`config.mk`:
```
export PLATFORM = sky130hd
export DESIGN_NAME = machine_timer_with_compare
export DESIGN_NICKNAME = d
export VERILOG_FILES = /design/src/rtl/mtc_pkg.sv /design/src/rtl/mtc_core.sv /design/src/rtl/mtc_result.sv /design/src/rtl/machine_timer_with_compare.sv
export SDC_FILE = /design/constraint.sdc
export NUM_CORES = 2
export LEC_CHECK = 0
export BUFFER_PORTS_ARGS = -buffer_cell sky130_fd_sc_hd__buf_2
export CAP_MARGIN = 20
export CORE_MARGIN = 3
export CORE_UTILIZATION = 45
export DETAILED_ROUTE_END_ITERATION = 8
export SLEW_MARGIN = 20
export SYNTH_ARGS = -nofsm -noshare
export SYNTH_HDL_FRONTEND = slang
export SYNTH_SLANG_ARGS = --single-unit
```
`constraint.sdc`:
```
create_clock -name clk -period 12.1 [get_ports clk]
set_clock_uncertainty 0.15 [all_clocks]
set_input_delay 1.21 -clock clk [delete_from_list [all_inputs] [get_ports clk]]
set_output_delay 1.21 -clock clk [all_outputs]
set_load 0.005 [all_outputs]
```
`src/rtl/mtc_pkg.sv`:
```
// Shared types and constants for the machine timer with compare.
package mtc_pkg;

  // Item opcodes
  localparam logic [2:0] OP_TICK       = 3'd0;
  localparam logic [2:0] OP_WRITE_TIME = 3'd1;
  localparam logic [2:0] OP_WRITE_MCMP = 3'd2;
  localparam logic [2:0] OP_WRITE_SCMP = 3'd3;
  localparam logic [2:0] OP_WRITE_GCMP = 3'd4;
  localparam logic [2:0] OP_WAIT       = 3'd5;

  // Configuration register indexes
  localparam int unsigned CFG_ADDR_W = 3;
  localparam logic [CFG_ADDR_W-1:0] CFG_PRESCALE = 3'd0;
  localparam logic [CFG_ADDR_W-1:0] CFG_TIMEOUT  = 3'd1;
  localparam logic [CFG_ADDR_W-1:0] CFG_DELTA    = 3'd2;
  localparam logic [CFG_ADDR_W-1:0] CFG_SEN      = 3'd3;
  localparam logic [CFG_ADDR_W-1:0] CFG_GEN      = 3'd4;

  // Configuration reset values
  localparam logic [15:0] PRESCALE_RST = 16'd1;
  localparam logic [31:0] TIMEOUT_RST  = 32'd1000;

  // Configuration registers as seen by the datapath
  typedef struct packed {
    logic [15:0] prescale_divisor;
    logic [31:0] wfi_timeout;
    logic [63:0] hyper_time_delta;
    logic        supervisor_timer_enable;
    logic        guest_timer_enable;
  } mtc_cfg_t;

  // Architectural timer state
  typedef struct packed {
    logic [63:0] time_count;
    logic [63:0] machine_compare;
    logic [63:0] supervisor_compare;
    logic [63:0] guest_compare;
  } mtc_state_t;

endpackage

```
`src/rtl/mtc_core.sv`:
```
// Timer state registers and their per-item update (tick, writes, wait).
module mtc_core #(
  parameter int unsigned PRESCALE_WIDTH = 16
) (
  input  logic               clk,
  input  logic               rst_n,
  input  logic               go,
  input  logic [2:0]         op,
  input  logic [63:0]        val,
  input  mtc_pkg::mtc_cfg_t  cfg,
  output mtc_pkg::mtc_state_t st
);

  localparam int unsigned CMP_W = (PRESCALE_WIDTH + 1 > 16) ? PRESCALE_WIDTH + 1 : 16;

  logic [PRESCALE_WIDTH-1:0] pcount_r, pcount_nxt;
  mtc_pkg::mtc_state_t       st_r, st_nxt;

  logic [CMP_W-1:0] pc_inc;
  logic [CMP_W-1:0] div_eff;
  logic             tick_wrap;

  logic [63:0] guest_time;
  logic [63:0] d_m, d_s, d_g, tmo;
  logic        m_ok, s_ok, g_ok;
  logic [63:0] ms_min, gt_min, jump;
  logic        ms_ok;

  // Prescale compare in full width; a zero divisor counts as one
  always_comb begin
    pc_inc  = CMP_W'(pcount_r) + CMP_W'(1);
    div_eff = (cfg.prescale_divisor == 16'd0) ? CMP_W'(1) : CMP_W'(cfg.prescale_divisor);
    tick_wrap = (pc_inc >= div_eff);
  end

  // Distances to each compare that has not yet passed
  always_comb begin
    guest_time = st_r.time_count + cfg.hyper_time_delta;
    tmo  = {32'd0, cfg.wfi_timeout};
    d_m  = st_r.machine_compare - st_r.time_count;
    d_s  = st_r.supervisor_compare - st_r.time_count;
    d_g  = st_r.guest_compare - guest_time;
    m_ok = (st_r.time_count <= st_r.machine_compare);
    s_ok = cfg.supervisor_timer_enable && (st_r.time_count <= st_r.supervisor_compare);
    g_ok = cfg.guest_timer_enable && (guest_time <= st_r.guest_compare);
  end

  // Pick the smallest distance with a two-level tree
  always_comb begin
    if (m_ok && (!s_ok || d_m < d_s)) begin
      ms_min = d_m;
    end else begin
      ms_min = d_s;
    end
    ms_ok  = m_ok || s_ok;
    gt_min = (g_ok && d_g < tmo) ? d_g : tmo;
    jump   = (ms_ok && ms_min < gt_min) ? ms_min : gt_min;
  end

  // Apply one item to the state
  always_comb begin
    st_nxt     = st_r;
    pcount_nxt = pcount_r;
    if (go) begin
      unique case (op)
        mtc_pkg::OP_TICK: begin
          if (tick_wrap) begin
            pcount_nxt         = '0;
            st_nxt.time_count  = st_r.time_count + 64'd1;
          end else begin
            pcount_nxt = pc_inc[PRESCALE_WIDTH-1:0];
          end
        end
        mtc_pkg::OP_WRITE_TIME: st_nxt.time_count         = val;
        mtc_pkg::OP_WRITE_MCMP: st_nxt.machine_compare    = val;
        mtc_pkg::OP_WRITE_SCMP: st_nxt.supervisor_compare = val;
        mtc_pkg::OP_WRITE_GCMP: st_nxt.guest_compare      = val;
        mtc_pkg::OP_WAIT:       st_nxt.time_count         = st_r.time_count + jump;
        default: ;
      endcase
    end
  end

  always_ff @(posedge clk) begin
    if (!rst_n) begin
      pcount_r                <= '0;
      st_r.time_count         <= '0;
      st_r.machine_compare    <= '1;
      st_r.supervisor_compare <= '1;
      st_r.guest_compare      <= '1;
    end else begin
      pcount_r <= pcount_nxt;
      st_r     <= st_nxt;
    end
  end

  assign st = st_r;

  // A tick that does not wrap never leaves the prescale count at zero
  assert property (@(posedge clk) disable iff (!rst_n)
    (go && op == mtc_pkg::OP_TICK && !tick_wrap) |=> (pcount_r != '0 || PRESCALE_WIDTH == 0))
    else $error("prescale count cleared without wrap");
  assert property (@(posedge clk) disable iff (!rst_n)
    (go && op == mtc_pkg::OP_WAIT) |=> ((st_r.time_count - $past(st_r.time_count)) <= 64'($past(cfg.wfi_timeout))))
    else $error("wait jumped past timeout");
  assert property (@(posedge clk) disable iff (!rst_n)
    !go |=> $stable(st_r) && $stable(pcount_r))
    else $error("state changed without an item");

endmodule

```
`src/rtl/mtc_result.sv`:
```
// Result register: time and pending flags taken from the updated state.
module mtc_result (
  input  logic                clk,
  input  logic                load,
  input  mtc_pkg::mtc_cfg_t   cfg,
  input  mtc_pkg::mtc_state_t st,
  output logic [63:0]         current_time,
  output logic                machine_pending,
  output logic                supervisor_pending,
  output logic                guest_pending,
  output logic [7:0]          pending_image
);

  logic [63:0] time_r;
  logic        mp_r, sp_r, gp_r;
  logic [63:0] guest_time;
  logic        mp, sp, gp;

  // Compare time and guest time against the compares
  always_comb begin
    guest_time = st.time_count + cfg.hyper_time_delta;
    mp = (st.time_count >= st.machine_compare);
    sp = cfg.supervisor_timer_enable && (st.time_count >= st.supervisor_compare);
    gp = cfg.guest_timer_enable && (guest_time >= st.guest_compare);
  end

  // Hold the result until the next load
  always_ff @(posedge clk) begin
    if (load) begin
      time_r <= st.time_count;
      mp_r   <= mp;
      sp_r   <= sp;
      gp_r   <= gp;
    end
  end

  assign current_time       = time_r;
  assign machine_pending    = mp_r;
  assign supervisor_pending = sp_r;
  assign guest_pending      = gp_r;
  assign pending_image      = {mp_r, gp_r, sp_r, 5'd0};

endmodule

```
`src/rtl/machine_timer_with_compare.sv`:
```
// Top level of the machine timer with compare: input register, control, config.
//
// Usage: each input item carries an opcode (tick, write time, write machine,
// supervisor or guest compare, wait for interrupt) and a 64-bit write value.
// Every item produces exactly one result item: the time after the item and
// the machine, supervisor and guest pending flags plus their mip-style image.
// Both channels use valid/stall; an item moves when valid is high and stall
// is low. Configuration registers are written through cfg_we/cfg_addr/cfg_wdata;
// the user must write them only while no item is in flight, which the block
// itself does not enforce. An accepted item passes the input register, the
// state update and the result register before its result shows on out_valid.
// Throughput: one item per cycle while the receiver does not stall; the timer
// state loop (time counter, wait-jump adder/min tree) holds one register, so
// items follow back to back. When the receiver stalls, up to three items stay
// in flight and in_stall rises only once the input register cannot drain.
// Reset (synchronous, rst_n low): time and prescale count go to zero, all
// compares to all ones, config to its defaults, and all stages empty.
module machine_timer_with_compare #(
  parameter int unsigned PRESCALE_WIDTH = 16
) (
  input  logic                           clk,
  input  logic                           rst_n,
  input  logic                           in_valid,
  output logic                           in_stall,
  input  logic [2:0]                     in_opcode,
  input  logic [63:0]                    in_write_value,
  output logic                           out_valid,
  input  logic                           out_stall,
  output logic [63:0]                    out_current_time,
  output logic                           out_machine_pending,
  output logic                           out_supervisor_pending,
  output logic                           out_guest_pending,
  output logic [7:0]                     out_pending_image,
  input  logic                           cfg_we,
  input  logic [mtc_pkg::CFG_ADDR_W-1:0] cfg_addr,
  input  logic [63:0]                    cfg_wdata
);

  logic              a_v_r, a_v_nxt;
  logic [2:0]        a_op_r;
  logic [63:0]       a_val_r;
  logic              b_v_r, b_v_nxt;
  logic              out_v_r, out_v_nxt;
  mtc_pkg::mtc_cfg_t cfg_r, cfg_nxt;
  mtc_pkg::mtc_state_t st;

  logic out_adv, b_go, b_free, a_go, in_acc;

  // Flow control along the three stages
  always_comb begin
    out_adv = !out_v_r || !out_stall;
    b_go    = b_v_r && out_adv;
    b_free  = !b_v_r || out_adv;
    a_go    = a_v_r && b_free;
    in_stall = a_v_r && !b_free;
    in_acc  = in_valid && !in_stall;
    a_v_nxt   = in_acc ? 1'b1 : (a_go ? 1'b0 : a_v_r);
    b_v_nxt   = a_go ? 1'b1 : (b_go ? 1'b0 : b_v_r);
    out_v_nxt = b_go ? 1'b1 : ((out_v_r && !out_stall) ? 1'b0 : out_v_r);
  end

  // Decode configuration writes; unknown indexes drop
  always_comb begin
    cfg_nxt = cfg_r;
    if (cfg_we) begin
      unique case (cfg_addr)
        mtc_pkg::CFG_PRESCALE: cfg_nxt.prescale_divisor        = cfg_wdata[15:0];
        mtc_pkg::CFG_TIMEOUT:  cfg_nxt.wfi_timeout             = cfg_wdata[31:0];
        mtc_pkg::CFG_DELTA:    cfg_nxt.hyper_time_delta        = cfg_wdata;
        mtc_pkg::CFG_SEN:      cfg_nxt.supervisor_timer_enable = cfg_wdata[0];
        mtc_pkg::CFG_GEN:      cfg_nxt.guest_timer_enable      = cfg_wdata[0];
        default: ;
      endcase
    end
  end

  always_ff @(posedge clk) begin
    if (!rst_n) begin
      a_v_r   <= 1'b0;
      b_v_r   <= 1'b0;
      out_v_r <= 1'b0;
      cfg_r.prescale_divisor        <= mtc_pkg::PRESCALE_RST;
      cfg_r.wfi_timeout             <= mtc_pkg::TIMEOUT_RST;
      cfg_r.hyper_time_delta        <= '0;
      cfg_r.supervisor_timer_enable <= 1'b0;
      cfg_r.guest_timer_enable      <= 1'b0;
    end else begin
      a_v_r   <= a_v_nxt;
      b_v_r   <= b_v_nxt;
      out_v_r <= out_v_nxt;
      cfg_r   <= cfg_nxt;
    end
  end

  // Capture the item payload
  always_ff @(posedge clk) begin
    if (in_acc) begin
      a_op_r  <= in_opcode;
      a_val_r <= in_write_value;
    end
  end

  mtc_core #(
    .PRESCALE_WIDTH(PRESCALE_WIDTH)
  ) u_core (
    .clk   (clk),
    .rst_n (rst_n),
    .go    (a_go),
    .op    (a_op_r),
    .val   (a_val_r),
    .cfg   (cfg_r),
    .st    (st)
  );

  mtc_result u_result (
    .clk                (clk),
    .load               (b_go),
    .cfg                (cfg_r),
    .st                 (st),
    .current_time       (out_current_time),
    .machine_pending    (out_machine_pending),
    .supervisor_pending (out_supervisor_pending),
    .guest_pending      (out_guest_pending),
    .pending_image      (out_pending_image)
  );

  assign out_valid = out_v_r;

  // An applied item always lands in the middle stage
  assert property (@(posedge clk) disable iff (!rst_n)
    a_go |=> b_v_r)
    else $error("applied item lost before result stage");
  // A blocked middle stage keeps its item
  assert property (@(posedge clk) disable iff (!rst_n)
    (b_v_r && !out_adv) |=> b_v_r)
    else $error("middle stage dropped an item");
  // State never moves while the middle stage is full and blocked
  assert property (@(posedge clk) disable iff (!rst_n)
    (b_v_r && !out_adv) |=> $stable(st))
    else $error("state changed under a pending result");
  // Input stall only when the input register holds an item
  assert property (@(posedge clk) disable iff (!rst_n)
    in_stall |-> a_v_r)
    else $error("stall raised with empty input register");

endmodule
```
== Word level (Yosys, flattened, before mapping) ==
Index checks and enable logic that the tools add are counted.
W data, S select, Z words.
Storage, ports and cells
  word-level logic and storage cells: 98
  bits in registers: 523
  output and inout port bits: 77
  bits of input ports: 139
Operators by class
  magnitude comparators: 10
  reduce and logical (&&, ||, !) cells: 39
  add/sub/neg operators: 7
  muxes and demuxes: 13
  eq/ne operators: 10
Operators with widths (count)
  $mux W64: 4
  $ge A64 B64 Y1: 3
  $le A64 B64 Y1: 3
  $pmux W64 S3: 1
  $sub A64 B64 Y64: 3
  $add A64 B64 Y64: 2
  $lt A64 B64 Y1: 2
  $add A64 B1 Y64 const B: 1
  $lt A64 B32 Y1: 1
  $mux W16: 2
  $reduce_and A2 Y1: 9
  $add A16 B1 Y17 const B: 1
  $ge A17 B17 Y1: 1
  $logic_not A16 Y1: 1
  $eq A3 B2 Y1 const B: 4
  $logic_and A1 B1 Y1: 12
  $eq A3 B3 Y1 const B: 3
  $eq A3 B1 Y1 const B: 2
  $logic_not A1 Y1: 6
  $logic_not A3 Y1: 2
  $mux W1: 6
  $reduce_bool A2 Y1: 3
  $logic_or A1 B1 Y1: 4
  $reduce_and A3 Y1: 1
  2 further kinds: 2

== Depth between registers and ports, before layout ==
  depth in word-level cells: 11
  gate-level depth with buffers: 72
  gate-level depth less buffers: 67

== Modules after synthesis ==
From an unflattened synthesis, not the netlist that was laid out.
Unflattened totals
  cells, all modules: 6421
  area total of the unflattened synthesis: 50195.6 um2
By module, submodules not included
  mtc_core: cells each 4619, times used 1, area an instance 33185.6 um2, sequential area each 5445.2 um2
  mtc_result: cells each 1270, times used 1, area an instance 10495.1 um2, sequential area each 2011.9 um2
  machine_timer_with_compare: cells each 532, times used 1, area an instance 6515.0 um2, sequential area each 4354.2 um2

== Worst setup path after synthesis ==
Ideal clock, no wire load.
  kind: reg-to-reg
  from: register u_core.st_r (netlist bit u_core.st[192])
  to: register u_core.st_r (netlist bit u_core.st[253])
  cell stages (with the launch flop): 70
  library setup time: 71 ps
  setup slack: -853 ps
  clock period less this slack: 12953 ps
  arrival time: 12733 ps
  data required time: 11879 ps
  path buffers: 5
  cells stage by stage: dfxtp_1 -> ha_1 -> fa_1 -> a21o_1 -> a21oi_1 -> o21bai_1 -> a21o_1 -> and2_1 -> o21a_1 -> nand3_1 -> nand2_1 -> a21o_1 -> a21o_1 -> a21oi_1 -> o21bai_1 -> xnor2_1 -> ha_1 -> buf_2 -> (+34 left out) -> buf_2 -> a211oi_1 -> ha_1 -> a21oi_1 -> nor2_1 -> o31a_1 -> o311ai_0 -> nand4b_1 -> a21oi_1 -> o21ai_0 -> a211oi_1 -> a31oi_1 -> a21oi_1 -> o21ai_0 -> a311oi_1 -> xnor2_1 -> nand3_1 -> a21oi_1
Between the ends
  longest elaborated chain between the ends: 11
  elaborated cells on any way between the ends: 25
RTL lines
  from (decl): line mtc_core.sv:17  | mtc_pkg::mtc_state_t st_r, st_nxt;
  from (signal assigned): line mtc_core.sv:93  | st_r <= st_nxt;
  branches (longest 10 deep; another with $add A64 B64 Y64)
  $pmux W64 S3 *: line mtc_core.sv:65  | unique case (op)
Every way passes the cells marked *. The select of a mux whose other input is x is not followed.
A chain may end at the register's enable or synchronous reset.

== Worst setup path after layout ==
  from: register u_core.st_r (netlist bit u_core.st[206])
  to: register u_core.st_r (netlist bit u_core.st[252])
The elaborated chain is that of the path after synthesis.

==> flow_metrics.tcl <==
set metrics [dict create \
    drv_cap 0 \
    core_um2 93900 \
    combPwrFrac_pct 31.5 \
    synth_edf_count 134 \
    rsz0062_at_grt "yes" \
    grt_antenna_before_repair 4 \
    numPortBuffers 210 \
    powerDensity_nw_per_um2 100 \
    crit_required_ps 12510 \
    hp-class "reg2reg" \
    ios 216 \
    wl_mm 174 \
    maxSlewHeadroom_pct 30.2 \
    areaGrowthSynthToFinish_pct 37.4 \
    status "complete, but fails checks" \
    violations "setup timing" \
    tightest_slew_ps 1050 \
    switching_share_pct 33.0 \
    synth_cells 5417 \
    critPathMaxFanout 8 \
    p_int_mw 3.96 \
    clock_power_share_pct 35.3 \
    leakage_nw 26.5 \
    cts_hold_buffers 0 \
    arrival_ps 13720 \
    setup_viol_count_final 52 \
    antenna_cells 0 \
    critPathKind "reg2reg" \
    slew_viol_final 0 \
    place_worst_setup_slack_ps -2490 \
    vdd_ir_drop_max_mv 0.127 \
    die_height_um 315 \
    p_sw_mw 1.95 \
    wl_per_cell_um 21.3 \
    synthDistinctLibCells 97 \
    crit_top_cell "buf_4" \
    grt_max_degree 155 \
    synth-warning-count 0 \
    start_kind "register" \
    post-synth-top-count-cell "nand2_1" \
    grt-ovfl-total 0 \
    period_share_pct 110 \
    crit_path_max_incr_delay_ps 520 \
    synthArstFlopShare_pct 0 \
    via_per_inst 5.64 \
    fp-row-count 112 \
    fin_nets 7490 \
    cts_sinks 523 \
    die_area_um2 99000 \
    drcViolationCount 0 \
    track_usage_pct 34.0 \
    syn_avg_cell_area_um2 7.91 \
    hold_viol 0 \
    root_buffer "clkbuf_16" \
    synth_ff_type "dfxtp_1" \
    cp_slowest_cell "dfxtp_1" \
    cts_max_path_buffers 3 \
    ys_seq_elements 523 \
    clock_latency_ps 650 \
    seqPwrFrac_pct 33.2 \
    dr.first_iter.drc_count 4298 \
    synth-seq-area-share_pct 27.6 \
    finalWorstSetupSlack_ps -1210 \
    clkTransAtPathRegs_ps 60 \
    place.gp.congestion 1.02 \
    cts_max_level 3 \
    layout-drive-gt1-share_pct 29.9 \
    initial_utilization_pct 45.7 \
    netlist_top_cells_count "nand2_1 (914), ha_1 (492), a21oi_1 (433)" \
    endpoint_kind "register" \
    worst-path-buf-inv 12 \
    drtAntennaViolNets 0 \
    cts_tree "built" \
    cts_buffers 66 \
    firstDrtPassIters 6 \
    finalCriticalPeriod_ps 13310 \
    grt_pass1_vias 43200 \
    hpwl_mm 141 \
    yosys.area.top_type_share_pct 18.2 \
    grt_pass1_wl_mm 258 \
    yosysTopAreaCell "dfxtp_1" \
    fmax_mhz 75.1 \
    place_area_um2 54800 \
    synthTopCellsByArea "dfxtp_1 (18%), ha_1 (14%), edfxtp_1 (9.4%), nand2_1 (8.0%), a21oi_1 (5.1%)" \
    synth.cell_area_um2 42900 \
    vias 46000 \
    fin_area_um2 58900 \
    die_x_um 315 \
    cpLargestDelayFamily "compound AO/OA/AOI/OAI gates" \
]
[cell families after synthesis]
logic type	count (synthesis)	synth area share, %
other	2	0.0175
adder cells (fa/ha/maj)	497	14.6
buffers and inverters	509	4.73
flip-flops	523	27.6
AO/OA/AOI/OAI	1499	23.2
XOR/XNOR	287	5.86
multiplexers	103	2.58
AND/OR/NAND/NOR	1997	21.5
[power by group through the flow]
stage | clock [mW] | combinational [mW] | sequential (mW)
floorplan | 0 | 0.937 | 1.93
global placement | 0 | 1.74 | 1.99
detailed placement | 0 | 1.75 | 1.99
CTS | 2.12 | 1.80 | 1.95
global route | 2.18 | 2.02 | 1.96
finish | 2.09 | 1.86 | 1.96
[worst min-delay path, cell delays in order (launching register included)]
cell     delay [ps]
dfxtp_1         310
nand2_1          50
nand3_1          60
[what timing repair did]
action	in CTS	in global routing
setup buffers	44	19
resized for setup	170	132
endpoints found under the setup margin	63	61
cloned	1	0
endpoints found under the hold margin	0	0
pin swaps	125	86
[flip-flops by register name, indices dropped and copies added (netlist names), 3 cells and up]
signal                 flops
u_result.current_time     64
u_core.pcount_r           16
cfg_r                    114
u_core.st                256
a_val_r                   64
a_op_r                     3
[per-layer routing]
metal	GRT usage, %	share of wire (%)	up-vias
li1	-	-	22300
met1	51.2	47	21800
met2	49.1	41	1707
met3	7.29	9.6	222
met4	7.98	2.4	2
met5	0	0.0075	-
[final timing paths]
check	start	end	slack [ps]	depth (start not counted)
hold / removal	u_core.st[174]	u_core.st[174]	320	2
setup / recovery	u_core.st[206]	u_core.st[252]	-1210	64
setup reg to reg	u_core.st[206]	u_core.st[252]	-1210	64
hold reg to reg	u_core.st[174]	u_core.st[174]	320	2
[cell usage in the layout, fill, tap and decap left out, drive strengths merged, types with 61 or more instances in the layout]
master / netlist / final
a211oi: 91 / 91
a21boi: 122 / 122
a21o: 189 / 189
a21oi: 435 / 435
buf: 43 / 1574
clkbuf: 197 / 77
dfxtp: 389 / 389
edfxtp: 134 / 134
ha: 492 / 492
inv: 269 / 276
mux2: 61 / 61
nand2: 915 / 915
nand3: 282 / 282
nand4: 110 / 110
nor2: 281 / 281
nor2b: 82 / 82
nor3: 64 / 64
o21ai: 269 / 269
o21bai: 62 / 62
xnor2: 180 / 180
xor2: 107 / 107
[metrics by stage]
stage          utilization [%]  instances  setup TNS [ps]  hold WS (ps)  total power, mW
2_1_floorplan                -       5452            -423           293             2.87
3_3_place_gp              58.4       7989          -96910           306             3.73
3_5_place_dp              58.4       7989         -103530           313             3.74
4_1_cts                   61.9       8148          -36380           322             5.87
5_1_grt                   62.7       8161          -71290           338             6.16
6_report                  62.7       8161          -36430           321             5.90
[area by class of cell]
class	instances	area, um^2
clock buffer	77	1760
clock inverter	44	497
fill	8566	35000
inverter	269	1010
multi-input combinational	4420	30700
sequential	523	11800
tap	1254	1570
timing repair buffer	1574	11500
No activity file was read; power rests on OpenSTA's default activity.
